<file path="src/hdl/priority_job_scheduler_assert.svh">
// Assertion macros used by the scheduler top level.
`ifndef PRIORITY_JOB_SCHEDULER_ASSERT_SVH
`define PRIORITY_JOB_SCHEDULER_ASSERT_SVH

// Same-cycle implication, checked while out of reset
`define PJS_ASSERT_NOW(label, ante, cons, msg) \
  label: assert property (@(posedge clk) disable iff (!rst_n) (ante) |-> (cons)) \
    else $error(msg);

// Next-cycle implication, checked while out of reset
`define PJS_ASSERT_NEXT(label, ante, cons, msg) \
  label: assert property (@(posedge clk) disable iff (!rst_n) (ante) |=> (cons)) \
    else $error(msg);

`endif

</file>
<file path="src/hdl/pjs_pkg.sv">
package pjs_pkg;

  localparam int ARR_W      = 16;
  localparam int BURST_W    = 16;
  localparam int PRI_W      = 8;
  localparam int TICK_W     = 23;
  localparam int IDX_OUT_W  = 6;
  localparam int JOB_W      = ARR_W + BURST_W + PRI_W;
  localparam int IN_DATA_W  = 40;
  localparam int OUT_DATA_W = 80;

  // arrival in the lowest bits, as on the input bus
  typedef struct packed {
    logic [PRI_W-1:0]   pri;
    logic [BURST_W-1:0] burst;
    logic [ARR_W-1:0]   arr;
  } pjs_job_t;

  // best candidate held during a scan
  typedef struct packed {
    logic               found;
    logic [PRI_W-1:0]   pri;
    logic [ARR_W-1:0]   arr;
    logic [BURST_W-1:0] burst;
  } pjs_best_t;

  typedef struct packed {
    logic take_pri;
    logic take_early;
  } pjs_take_t;

  typedef enum logic [5:0] {
    S_LOAD  = 6'b000001,
    S_SCAN  = 6'b000010,
    S_RUN   = 6'b000100,
    S_RREQ  = 6'b001000,
    S_RDATA = 6'b010000,
    S_ROUT  = 6'b100000
  } pjs_state_t;

endpackage

</file>
<file path="src/hdl/pjs_ram.sv">
module pjs_ram #(
  parameter int  WIDTH = 8,
  parameter int  DEPTH = 64,
  localparam int AW    = (DEPTH > 1) ? $clog2(DEPTH) : 1
) (
  input  logic             clk,
  input  logic             we,
  input  logic [AW-1:0]    waddr,
  input  logic [WIDTH-1:0] wdata,
  input  logic [AW-1:0]    raddr,
  output logic [WIDTH-1:0] rdata
);

  logic [WIDTH-1:0] mem [DEPTH];

  always_ff @(posedge clk) begin
    if (we) begin
      mem[waddr] <= wdata;
    end
    rdata <= mem[raddr];
  end

endmodule

</file>
<file path="src/hdl/pjs_select.sv">
module pjs_select (
  input  pjs_pkg::pjs_job_t               cand,
  input  logic                            cand_marked,
  input  logic                            cand_is_first,
  input  logic                            first_pass,
  input  logic [pjs_pkg::TICK_W-1:0]      tick,
  input  pjs_pkg::pjs_best_t              pbest,
  input  pjs_pkg::pjs_best_t              ebest,
  output pjs_pkg::pjs_take_t              take
);
  import pjs_pkg::*;

  logic arrived;
  logic elig;

  // first pass of a batch: only load position zero may run
  assign arrived = first_pass ? cand_is_first
                              : ({{(TICK_W-ARR_W){1'b0}}, cand.arr} <= tick);
  assign elig    = !cand_marked && arrived;

  // strict compares keep ties on the lower load position
  assign take.take_pri   = elig && (!pbest.found || (cand.pri < pbest.pri));
  assign take.take_early = !cand_marked && (!ebest.found || (cand.arr < ebest.arr));

endmodule

</file>
<file path="src/hdl/priority_job_scheduler.sv">
// Non-preemptive priority scheduler for a batch of up to MAX_JOBS jobs. Each accepted input
// request loads one job; the request flagged with in_tlast closes the batch and the block
// stops taking input. Job 0 runs first; every slot, the first one included, is chosen by a
// full scan of the job table through its single read port, followed by the run state that
// starts the pick. One report per job, in load order, then follows through the read request,
// read data and output states, held while the sink holds out_tready low; after the last
// report is taken the block is ready for the next batch. Jobs beyond MAX_JOBS are dropped,
// but a dropped job carrying in_tlast still starts scheduling.
`include "priority_job_scheduler_assert.svh"

module priority_job_scheduler #(
  parameter int MAX_JOBS = 64
) (
  input  logic                              clk,
  input  logic                              rst_n,
  input  logic                              in_tvalid,
  output logic                              in_tready,
  // [15:0] arrival_time, [31:16] burst_time, [39:32] job_priority
  input  logic [pjs_pkg::IN_DATA_W-1:0]     in_tdata,
  input  logic                              in_tlast,   // last_job
  output logic                              out_tvalid,
  input  logic                              out_tready,
  // [5:0] job_index, [28:6] completion_time, [51:29] turnaround_time,
  // [74:52] waiting_time, [79:75] zero
  output logic [pjs_pkg::OUT_DATA_W-1:0]    out_tdata,
  output logic                              out_tlast   // last_report
);
  import pjs_pkg::*;

  localparam int IDX_W = $clog2(MAX_JOBS);
  localparam int CNT_W = $clog2(MAX_JOBS + 1);
  localparam logic [CNT_W-1:0] FULL_CNT = CNT_W'(MAX_JOBS);
  localparam logic [CNT_W-1:0] ONE_CNT  = CNT_W'(1);

  pjs_state_t        state_r, state_nxt;
  logic [CNT_W-1:0]  count_r, count_nxt;
  logic [CNT_W-1:0]  addr_r, addr_nxt;
  logic              dv_r, dv_nxt;
  logic [IDX_W-1:0]  di_r, di_nxt;
  logic [CNT_W-1:0]  k_r, k_nxt;
  logic              first_r, first_nxt;
  logic [TICK_W-1:0] tick_r, tick_nxt;
  pjs_best_t         pbest_r, pbest_nxt;
  pjs_best_t         ebest_r, ebest_nxt;
  logic [IDX_W-1:0]  pidx_r, pidx_nxt;
  logic [IDX_W-1:0]  eidx_r, eidx_nxt;
  logic [MAX_JOBS-1:0] marks_r, marks_nxt;
  logic [IDX_W-1:0]  rep_r, rep_nxt;
  logic [OUT_DATA_W-1:0] out_data_r, out_data_nxt;
  logic              out_last_r, out_last_nxt;

  logic              in_acc;
  logic              job_we;
  pjs_job_t          job_wdata;
  pjs_job_t          job_rd;
  logic [IDX_W-1:0]  raddr;
  logic              fin_we;
  logic [IDX_W-1:0]  fin_waddr;
  logic [TICK_W-1:0] fin_rd;
  pjs_take_t         take;
  pjs_best_t         run_job;
  logic [IDX_W-1:0]  run_idx;
  logic [TICK_W-1:0] arr_ext;
  logic [TICK_W-1:0] start;
  logic [TICK_W-1:0] sum;
  logic [TICK_W-1:0] turn;
  logic [TICK_W-1:0] wait_t;
  logic              rep_last;

  assign in_tready  = (state_r == S_LOAD);
  assign in_acc     = in_tvalid && in_tready;
  assign out_tvalid = (state_r == S_ROUT);
  assign out_tdata  = out_data_r;
  assign out_tlast  = out_last_r;

  assign job_we    = in_acc && (count_r < FULL_CNT);
  assign job_wdata = pjs_job_t'(in_tdata[JOB_W-1:0]);
  assign raddr     = (state_r == S_SCAN) ? addr_r[IDX_W-1:0] : rep_r;

  pjs_ram #(.WIDTH(JOB_W), .DEPTH(MAX_JOBS)) u_job_ram (
    .clk   (clk),
    .we    (job_we),
    .waddr (count_r[IDX_W-1:0]),
    .wdata (job_wdata),
    .raddr (raddr),
    .rdata (job_rd)
  );

  pjs_ram #(.WIDTH(TICK_W), .DEPTH(MAX_JOBS)) u_fin_ram (
    .clk   (clk),
    .we    (fin_we),
    .waddr (fin_waddr),
    .wdata (tick_nxt),
    .raddr (raddr),
    .rdata (fin_rd)
  );

  pjs_select u_select (
    .cand          (job_rd),
    .cand_marked   (marks_r[di_r]),
    .cand_is_first (di_r == '0),
    .first_pass    (first_r),
    .tick          (tick_r),
    .pbest         (pbest_r),
    .ebest         (ebest_r),
    .take          (take)
  );

  // falls back to the earliest arrival when nothing has arrived yet
  assign run_job = pbest_r.found ? pbest_r : ebest_r;
  assign run_idx = pbest_r.found ? pidx_r : eidx_r;
  assign arr_ext = {{(TICK_W-ARR_W){1'b0}}, run_job.arr};
  assign start   = (tick_r >= arr_ext) ? tick_r : arr_ext;
  assign sum     = start + {{(TICK_W-BURST_W){1'b0}}, run_job.burst};

  assign turn     = fin_rd - {{(TICK_W-ARR_W){1'b0}}, job_rd.arr};
  assign wait_t   = turn - {{(TICK_W-BURST_W){1'b0}}, job_rd.burst};
  assign rep_last = (CNT_W'(rep_r) == (count_r - ONE_CNT));

  assign fin_we    = (state_r == S_RUN);
  assign fin_waddr = run_idx;

  always_comb begin
    state_nxt    = state_r;
    count_nxt    = count_r;
    addr_nxt     = addr_r;
    dv_nxt       = dv_r;
    di_nxt       = di_r;
    k_nxt        = k_r;
    first_nxt    = first_r;
    tick_nxt     = tick_r;
    pbest_nxt    = pbest_r;
    ebest_nxt    = ebest_r;
    pidx_nxt     = pidx_r;
    eidx_nxt     = eidx_r;
    marks_nxt    = marks_r;
    rep_nxt      = rep_r;
    out_data_nxt = out_data_r;
    out_last_nxt = out_last_r;

    unique case (state_r)
      S_LOAD: begin
        if (in_acc) begin
          if (job_we) begin
            count_nxt = count_r + ONE_CNT;
          end
          if (in_tlast) begin
            state_nxt       = S_SCAN;
            first_nxt       = 1'b1;
            k_nxt           = '0;
            tick_nxt        = '0;
            addr_nxt        = '0;
            dv_nxt          = 1'b0;
            pbest_nxt.found = 1'b0;
            ebest_nxt.found = 1'b0;
          end
        end
      end
      S_SCAN: begin
        if (addr_r < count_r) begin
          addr_nxt = addr_r + ONE_CNT;
          dv_nxt   = 1'b1;
          di_nxt   = addr_r[IDX_W-1:0];
        end else begin
          dv_nxt = 1'b0;
        end
        if (dv_r) begin
          if (take.take_pri) begin
            pbest_nxt = '{found: 1'b1, pri: job_rd.pri, arr: job_rd.arr,
                          burst: job_rd.burst};
            pidx_nxt  = di_r;
          end
          if (take.take_early) begin
            ebest_nxt = '{found: 1'b1, pri: job_rd.pri, arr: job_rd.arr,
                          burst: job_rd.burst};
            eidx_nxt  = di_r;
          end
        end else if (addr_r == count_r) begin
          state_nxt = S_RUN;
        end
      end
      S_RUN: begin
        tick_nxt           = sum;
        marks_nxt[run_idx] = 1'b1;
        first_nxt          = 1'b0;
        k_nxt              = k_r + ONE_CNT;
        if ((k_r + ONE_CNT) == count_r) begin
          state_nxt = S_RREQ;
          rep_nxt   = '0;
        end else begin
          state_nxt       = S_SCAN;
          addr_nxt        = '0;
          dv_nxt          = 1'b0;
          pbest_nxt.found = 1'b0;
          ebest_nxt.found = 1'b0;
        end
      end
      S_RREQ: begin
        state_nxt = S_RDATA;
      end
      S_RDATA: begin
        out_data_nxt = {{(OUT_DATA_W-IDX_OUT_W-3*TICK_W){1'b0}},
                        wait_t, turn, fin_rd, IDX_OUT_W'(rep_r)};
        out_last_nxt = rep_last;
        state_nxt    = S_ROUT;
      end
      S_ROUT: begin
        if (out_tready) begin
          if (rep_last) begin
            marks_nxt = '0;
            count_nxt = '0;
            tick_nxt  = '0;
            state_nxt = S_LOAD;
          end else begin
            rep_nxt   = rep_r + 1'b1;
            state_nxt = S_RREQ;
          end
        end
      end
      default: begin
        state_nxt = S_LOAD;
      end
    endcase
  end

  always_ff @(posedge clk) begin
    if (!rst_n) begin
      state_r <= S_LOAD;
      count_r <= '0;
      addr_r  <= '0;
      dv_r    <= 1'b0;
      k_r     <= '0;
      first_r <= 1'b0;
      tick_r  <= '0;
      marks_r <= '0;
      rep_r   <= '0;
      pbest_r <= '0;
      ebest_r <= '0;
    end else begin
      state_r <= state_nxt;
      count_r <= count_nxt;
      addr_r  <= addr_nxt;
      dv_r    <= dv_nxt;
      k_r     <= k_nxt;
      first_r <= first_nxt;
      tick_r  <= tick_nxt;
      marks_r <= marks_nxt;
      rep_r   <= rep_nxt;
      pbest_r <= pbest_nxt;
      ebest_r <= ebest_nxt;
    end
  end

  always_ff @(posedge clk) begin
    di_r          <= di_nxt;
    pidx_r        <= pidx_nxt;
    eidx_r        <= eidx_nxt;
    out_data_r    <= out_data_nxt;
    out_last_r    <= out_last_nxt;
  end

  // a run slot always has a pick: either an arrived job or the earliest left
  `PJS_ASSERT_NOW(a_run_has_pick, state_r == S_RUN, pbest_r.found || ebest_r.found,
                  "run slot without a picked job")
  // never scan once every loaded job has been scheduled
  `PJS_ASSERT_NOW(a_scan_bound, state_r == S_SCAN, k_r < count_r,
                  "scan started with no job left")
  // the picked job must still be unscheduled
  `PJS_ASSERT_NOW(a_pick_unmarked, state_r == S_RUN, !marks_r[run_idx],
                  "picked job already scheduled")
  // final report taken returns the block to loading with an empty table
  `PJS_ASSERT_NEXT(a_batch_done, out_tvalid && out_tready && out_tlast,
                   in_tready && (count_r == '0) && (marks_r == '0),
                   "batch not cleared after final report")

endmodule

</file>
<file path="config.mk">
export PLATFORM = sky130hd
export DESIGN_NAME = priority_job_scheduler
export DESIGN_NICKNAME = d
export VERILOG_FILES = /design/src/hdl/pjs_pkg.sv /design/src/hdl/pjs_ram.sv /design/src/hdl/pjs_select.sv /design/src/hdl/priority_job_scheduler.sv
export VERILOG_INCLUDE_DIRS = /design/src /design/src/hdl
export SDC_FILE = /design/constraint.sdc
export NUM_CORES = 2
export LEC_CHECK = 0
export BUFFER_PORTS_ARGS = -buffer_cell sky130_fd_sc_hd__buf_2
export CAP_MARGIN = 20
export CELL_PAD_IN_SITES_DETAIL_PLACEMENT = 0
export CELL_PAD_IN_SITES_GLOBAL_PLACEMENT = 1
export CORE_ASPECT_RATIO = 1.5
export CORE_MARGIN = 5
export CORE_UTILIZATION = 35
export CTS_CLUSTER_SIZE = 14
export DETAILED_ROUTE_END_ITERATION = 8
export PLACE_DENSITY = 0.55
export SYNTH_ARGS = -nofsm -noshare
export SYNTH_HDL_FRONTEND = slang
export SYNTH_SLANG_ARGS = --single-unit
</file>
<file path="constraint.sdc">
create_clock -name clk -period 10.6 [get_ports clk]
set_input_delay 2.12 -clock clk [delete_from_list [all_inputs] [get_ports clk]]
set_output_delay 2.12 -clock clk [all_outputs]
set_load 0.005 [all_outputs]
</file>
### After elaboration in Yosys (flattened, before gate mapping)

Memory sizes are Yosys's and may differ from the RTL's. A register that Yosys moved wholly into a read port is not among the register bits.
Index checks and enable logic that the tools add are counted.
W data, S select, Z words.

* add/subtract/negate cells: 8
* order comparisons: 9
* equality and inequality tests: 23
* multiplexer cells: 58
* bitwise logic cells: 1
* reductions and logical operators: 28

Operator list (count)
* $mux W41: 4
* $mux W64: 2
* $pmux W64 S2: 1
* $mux W23: 5
* $pmux W23 S3: 1
* $or A64 B64 Y64: 1
* $mux W6: 10
* $mux W7: 8
* $sub A23 B16 Y23: 2
* $pmux W6 S6: 1
* $mux W32: 1
* $pmux W7 S2: 2
* $add A23 B16 Y23: 1
* $ge A23 B16 Y1: 1
* $le A16 B23 Y1: 1
* $add A7 B1 Y7 const B: 3
* $pmux W7 S3: 1
* $lt A16 B16 Y1: 1
* $ne A2 B1 Y1 const B: 8
* $reduce_and A5 Y1: 3
* $eq A7 B7 Y1: 2
* $lt A6 B7 Y1 const B: 2
* $mux W1: 13
* $ne A2 B2 Y1 const B: 6
* 29 further kinds: 47

* register bits: 298
* RAM bits: 4032
* bits of input ports: 45
* output and inout port bits: 83
* logic and storage cells: 151
* memories: 2

Memories
* u_job_ram.mem: words 64, bits a word 40, rd ports 1, clocked after Yosys merged registers in 1, write ports 1, line pjs_ram.sv:14 `logic [WIDTH-1:0] mem [DEPTH];`
* u_fin_ram.mem: words 64, bits a word 23, rd ports 1, clocked after Yosys merged registers in 1, write ports 1, line pjs_ram.sv:14

### Depth between registers and ports, before layout

* depth in word-level cells: 8
* depth in mapped cells: 25
* depth with buffers taken out: 22

### By module

A second synthesis with hierarchy kept.

* cell total of the unflattened synthesis: 8345
* area total of the unflattened synthesis: 170576.1 um2

By module, submodules not included
* pjs_ram at u_job_ram: instances 1, cells each 4195, area each 97836.3 um2, sequential area each 77674.5 um2
* pjs_ram at u_fin_ram: instances 1, cells each 2446, area each 56715.6 um2, sequential area each 44662.8 um2
* priority_job_scheduler: instances 1, cells each 1566, area each 15025.7 um2, sequential area each 6906.6 um2
* pjs_select: instances 1, cells each 138, area each 998.5 um2, sequential area each 0.0 um2

### Least setup slack after synthesis

OpenSTA, ideal clock, no wires.

* path kind: register -> register
* start: reg state_r[2]
* end: reg out_data_r[0] (netlist: out_tdata[0]) (enable)
* setup time: 727 ps
* data arrival time: 8673 ps
* required time: 9873 ps
* setup slack: 1200 ps
* cell stages (with the launch flop): 3
* buffers on the path: 0
* period minus slack after synthesis: 9400 ps
* cells stage by stage: dfxtp_1 or3_1 nor4b_1

* longest elaborated chain between the ends: 1

Ends and longest elaborated chain
* start, declared: line priority_job_scheduler.sv:35 `pjs_state_t state_r, state_nxt;`
* start signal, assigned: line priority_job_scheduler.sv:240 `state_r <= state_nxt;`
* $eq A6 B5 Y1: line priority_job_scheduler.sv:141 `unique case (state_r)`
* end signal, assigned: line priority_job_scheduler.sv:258 `out_data_r <= out_data_nxt;`
* end, declared: line priority_job_scheduler.sv:49 `logic [OUT_DATA_W-1:0] out_data_r, out_data_nxt;`

Every way passes these cells.
A chain may end at the register's enable or synchronous reset.

### Worst setup path in the final report

* start: reg pbest_r[40] in the netlist's numbering
* end: mem u_fin_ram.mem[19][17] in the netlist's numbering (data pin)

* longest elaborated chain between the ends: 5

Ends and longest elaborated chain
* start, declared: line priority_job_scheduler.sv:43 `pjs_best_t pbest_r, pbest_nxt;`
* start signal, assigned: line priority_job_scheduler.sv:249 `pbest_r <= pbest_nxt;`
* $mux W32 (*): line priority_job_scheduler.sv:110 `assign run_job = pbest_r.found ? pbest_r : ebest_r;`
* $ge A23 B16 Y1: line priority_job_scheduler.sv:113 `assign start = (tick_r >= arr_ext) ? tick_r : arr_ext;`
* $mux W23: line priority_job_scheduler.sv:113
* $add A23 B16 Y23 (*): line priority_job_scheduler.sv:114 `assign sum = start + {{(TICK_W-BURST_W){1'b0}}, run_job.burst};`
* $pmux W23 S3 (*): line priority_job_scheduler.sv:141
* named net tick_nxt[17]: line priority_job_scheduler.sv:42 `logic [TICK_W-1:0] tick_r, tick_nxt;`
* end, declared: line pjs_ram.sv:14

Mark *: on every way through the listed nets, which the timed path passes. The rest lies on a longest branch.

==> flow_summary.toml <==
[synthesis]
yosysWarnings = 0
async_flop_share = 0
synth_seq_cells = 4385
synthAdderAreaFrac = 0.00879
synthSimpleGateAreaFrac = 0.103
avgSynthCellArea_um2 = 15.8
ys_types = 83
synth_flop_cell = "edfxtp_1"
synth_xor_area_frac = 0.00391
synth-edff-count = 4126
synth_top_family_by_area = "simple AND/OR/NAND/NOR gates"
ys_seq_area_frac = 0.757
syn_area_um2 = 171000
synth.mux.area_fraction = 0.0773
synth_compound_area_frac = 0.0341
synthCells = 10786

[sta]
drv_slew = 0
timing.slew.headroom = 0.192
whs_ps = 418
fin_crit_sh = 0.645
worst_pin_slew_ps = 1210
worst_clock_skew_ps = 70.5
fmax_ghz = 0.146
setup_tns_ps = 0
hold_viol = 0
fin_crit_ps = 6840
setup_viol = 0
rsz0062_at_grt = "no"

[cts]
post_cts_resize_count = 0
numCtsBuffers = 416
clock_sinks = 4385
cts_max_path_buffers = 4
cts_root_buffer = "clkbuf_16"
clk_latency_ps = 980
clkTransAtPathRegs_ps = 70
htree_levels = 5
post_cts_buffers = 0
postCtsHoldBufs = 0
tritoncts = "built"

[flow_run]
drv_cap = 0

[setup_path]
critPathCapture = "u_fin_ram.mem[19][17]"
crit_family = "compound AO/OA/AOI/OAI gates"
crit_cells = 21
critPathCaptureType = "flop"
slowest_stage = "o311ai_1"
r2r.worst_path.cells = 21
max_stage_delay_ps = 790
start_kind = "flop"
critPathRequiredTime_ps = 11240
cp_num_buf_inv = 3
path_class = "flop to flop"
rr_startpoint = "pbest_r[40]"
crit_fanout = 33
worstPathArrival_ps = 7480
r2r_end = "u_fin_ram.mem[19][17]"
startpoint = "pbest_r[40]"
crit_chain = "buf_4 -> mux2i_1 -> ha_1 -> a21o_1 -> a21o_1 -> a21oi_1 -> o21ai_0 -> a211o_1 -> a21oi_2 -> buf_4 -> mux2i_1 -> ha_1 -> a21o_1 -> a21oi_1 -> a21boi_1 -> a41oi_1 -> o311ai_1 -> a21oi_1 -> o21ai_0 -> nand2_2 -> buf_16"
worst-r2r-setup-slack_ps = 3760

[grt]
grt_pass1_vias = 98494
grt.overflow.total = 0
grtUsageTotal = 0.220
antenna_found_initial = 47
grt_start_max_net_pins = 203
grt_first_pass_wirelength_um = 785000

[route]
drc = 0
via_count = 98278
drt-pass1-iter-count = 5
routed_via_density = 5.46
wl_per_cell_um = 31.5
postRouteAntennaNets = 0
dr.first_iter.drc_count = 9237
drt_wl_total_um = 567000

[pwr]
powerDensity_nw_per_um2 = 192
p_leak_nw = 64.9
ir_drop_uv = 131

[floorplan]
start_util = 0.350
fp.coreArea_um2 = 487000
dieHeight_um = 865
pin_count = 128
rows = 314
fp.dieArea_um2 = 502000
die_w_um = 580

[layout]
area_growth_syn_to_layout_pct = 14.2
drive_gt1_frac = 0.157
fin_nets = 11217
final_cell_area_um2 = 195000
final_common_cell = "edfxtp_1"
final_cell_mix = "4,126 x edfxtp_1, 2,235 x nand2_1, 789 x nand3_1"

[place]
dpl.hpwl_um = 324000
place.gp.congestion = 0.856
portBuffers = 122
dpl-instance-area_um2 = 181000

[hold_path]
hold_depth = 0
hp-class = "flop to flop"

[status]
status = "complete, no violations"
==> per-stage QoR <==
| stage | cells | setup slack (ps) | power (mW) | utilization |
|---|---|---|---|---|
| floorplan | 10790 | 1200 | 21.3 | - |
| global placement | 17080 | 3600 | 22.8 | 0.371 |
| detailed placement | 17091 | 3590 | 22.8 | 0.371 |
| CTS | 17856 | 3550 | 37.8 | 0.399 |
| global route | 17995 | 3410 | 38.7 | 0.400 |
| finish | 17999 | 3760 | 37.4 | 0.400 |
==> how the worst min path moves through the flow <==
stage	from	endpoint
global route	u_fin_ram.rdata[11]	out_tdata[17]
detailed placement	u_fin_ram.rdata[15]	out_tdata[21]
floorplan	u_fin_ram.rdata[0]	out_tdata[6]
CTS	u_fin_ram.rdata[11]	out_tdata[17]
global placement	marks_r[53]	marks_r[53]
finish	u_fin_ram.rdata[11]	out_tdata[17]
==> final cells by class <==
class	count	area [um2]
antenna	120	300
clock buffer	529	11200
multi-input combinational	5698	39700
inverter	104	390
sequential	4385	129000
timing repair buffer	449	3840
fill	44430	292000
tap	6478	8110
clock inverter	236	2220
==> registers in the layout (all words and copies together) (netlist names) <==
| name | flops |
|---|---|
| addr_r | 7 |
| count_r | 7 |
| di_r | 6 |
| dv_r | 1 |
| ebest_r | 33 |
| eidx_r | 6 |
| first_r | 1 |
| k_r | 7 |
| marks_r | 64 |
| out_tdata | 75 |
| out_tlast | 1 |
| pbest_r | 41 |
| pidx_r | 6 |
| rep_r | 6 |
| state_r | 6 |
| tick_r | 23 |
| u_fin_ram.mem | 1472 |
| u_fin_ram.rdata | 23 |
| u_job_ram.mem | 2560 |
| u_job_ram.rdata | 40 |
==> routing by layer <==
metal | vias up | share of wire | wire length (um) | global-route usage
li1 | 42011 | - | - | -
met1 | 52459 | 0.38 | 216000 | 0.264
met2 | 3041 | 0.54 | 304000 | 0.407
met3 | 767 | 0.043 | 24400 | 0.0218
met4 | 0 | 0.040 | 22500 | 0.0800
met5 | - | 0 | 0 | 0
==> synthesized netlist by cell type (5+ instances only) <==
cell type / instances / area (um2)
and2_1: 41 / 257
mux2i_1: 112 / 1120
nand4_1: 331 / 2070
buf_2: 41 / 205
a211oi_1: 15 / 113
clkbuf_1: 465 / 1750
nor4b_1: 5 / 43.8
a22oi_1: 256 / 1920
o311a_1: 5 / 50.1
nand3_1: 790 / 3950
a21oi_1: 96 / 480
nand2_1: 2241 / 8410
xnor2_1: 48 / 420
buf_1: 86 / 323
edfxtp_1: 4126 / 124000
nor3_1: 26 / 130
nor2_1: 318 / 1190
a21boi_1: 6 / 45.0
o31ai_1: 8 / 60.1
xor2_1: 23 / 201
o21ai_0: 54 / 270
ha_1: 115 / 1440
inv_1: 102 / 383
mux4_2: 524 / 11800
nand2b_1: 21 / 131
nor2b_1: 81 / 507
a21o_1: 31 / 233
o211ai_1: 7 / 52.6
o21a_1: 18 / 135
a211o_1: 5 / 43.8
nor3b_1: 6 / 45.0
buf_4: 6 / 45.0
o21ai_1: 11 / 55.1
dfxtp_1: 259 / 5180
nor4_1: 5 / 31.3
a31oi_1: 294 / 1840
mux2_2: 23 / 259
or3_1: 74 / 463
a22o_1: 12 / 105
and3_1: 18 / 113
==> worst reg2reg max path, delay by kind of cell (launching register included) <==
family / cells / cell delay (ps)
compound gates: 13 / 3280
fa+ha+maj: 2 / 670
simple gates: 1 / 460
flops: 1 / 470
buf+inv: 3 / 1120
mux: 2 / 520
==> cells by family (layout without fill, tap and decap cells) <==
kind of cell | after synthesis | count (layout)
AO/OA/AOI/OAI | 862 | 862
XOR/XNOR | 73 | 73
adder cells (fa/ha/maj) | 118 | 118
buffers and inverters | 707 | 1318
flip-flops | 4385 | 4385
multiplexers | 659 | 659
other | 1 | 125
AND/OR/NAND/NOR | 3981 | 3981
==> power breakdown <==
| part | switching, mW | total [mW] | internal [mW] |
|---|---|---|---|
| registers | 0.406 | 19.6 | 19.2 |
| clock network | 6.57 | 15.0 | 8.40 |
| logic | 1.92 | 2.88 | 0.969 |
No activity file was read; power rests on OpenSTA's default activity.
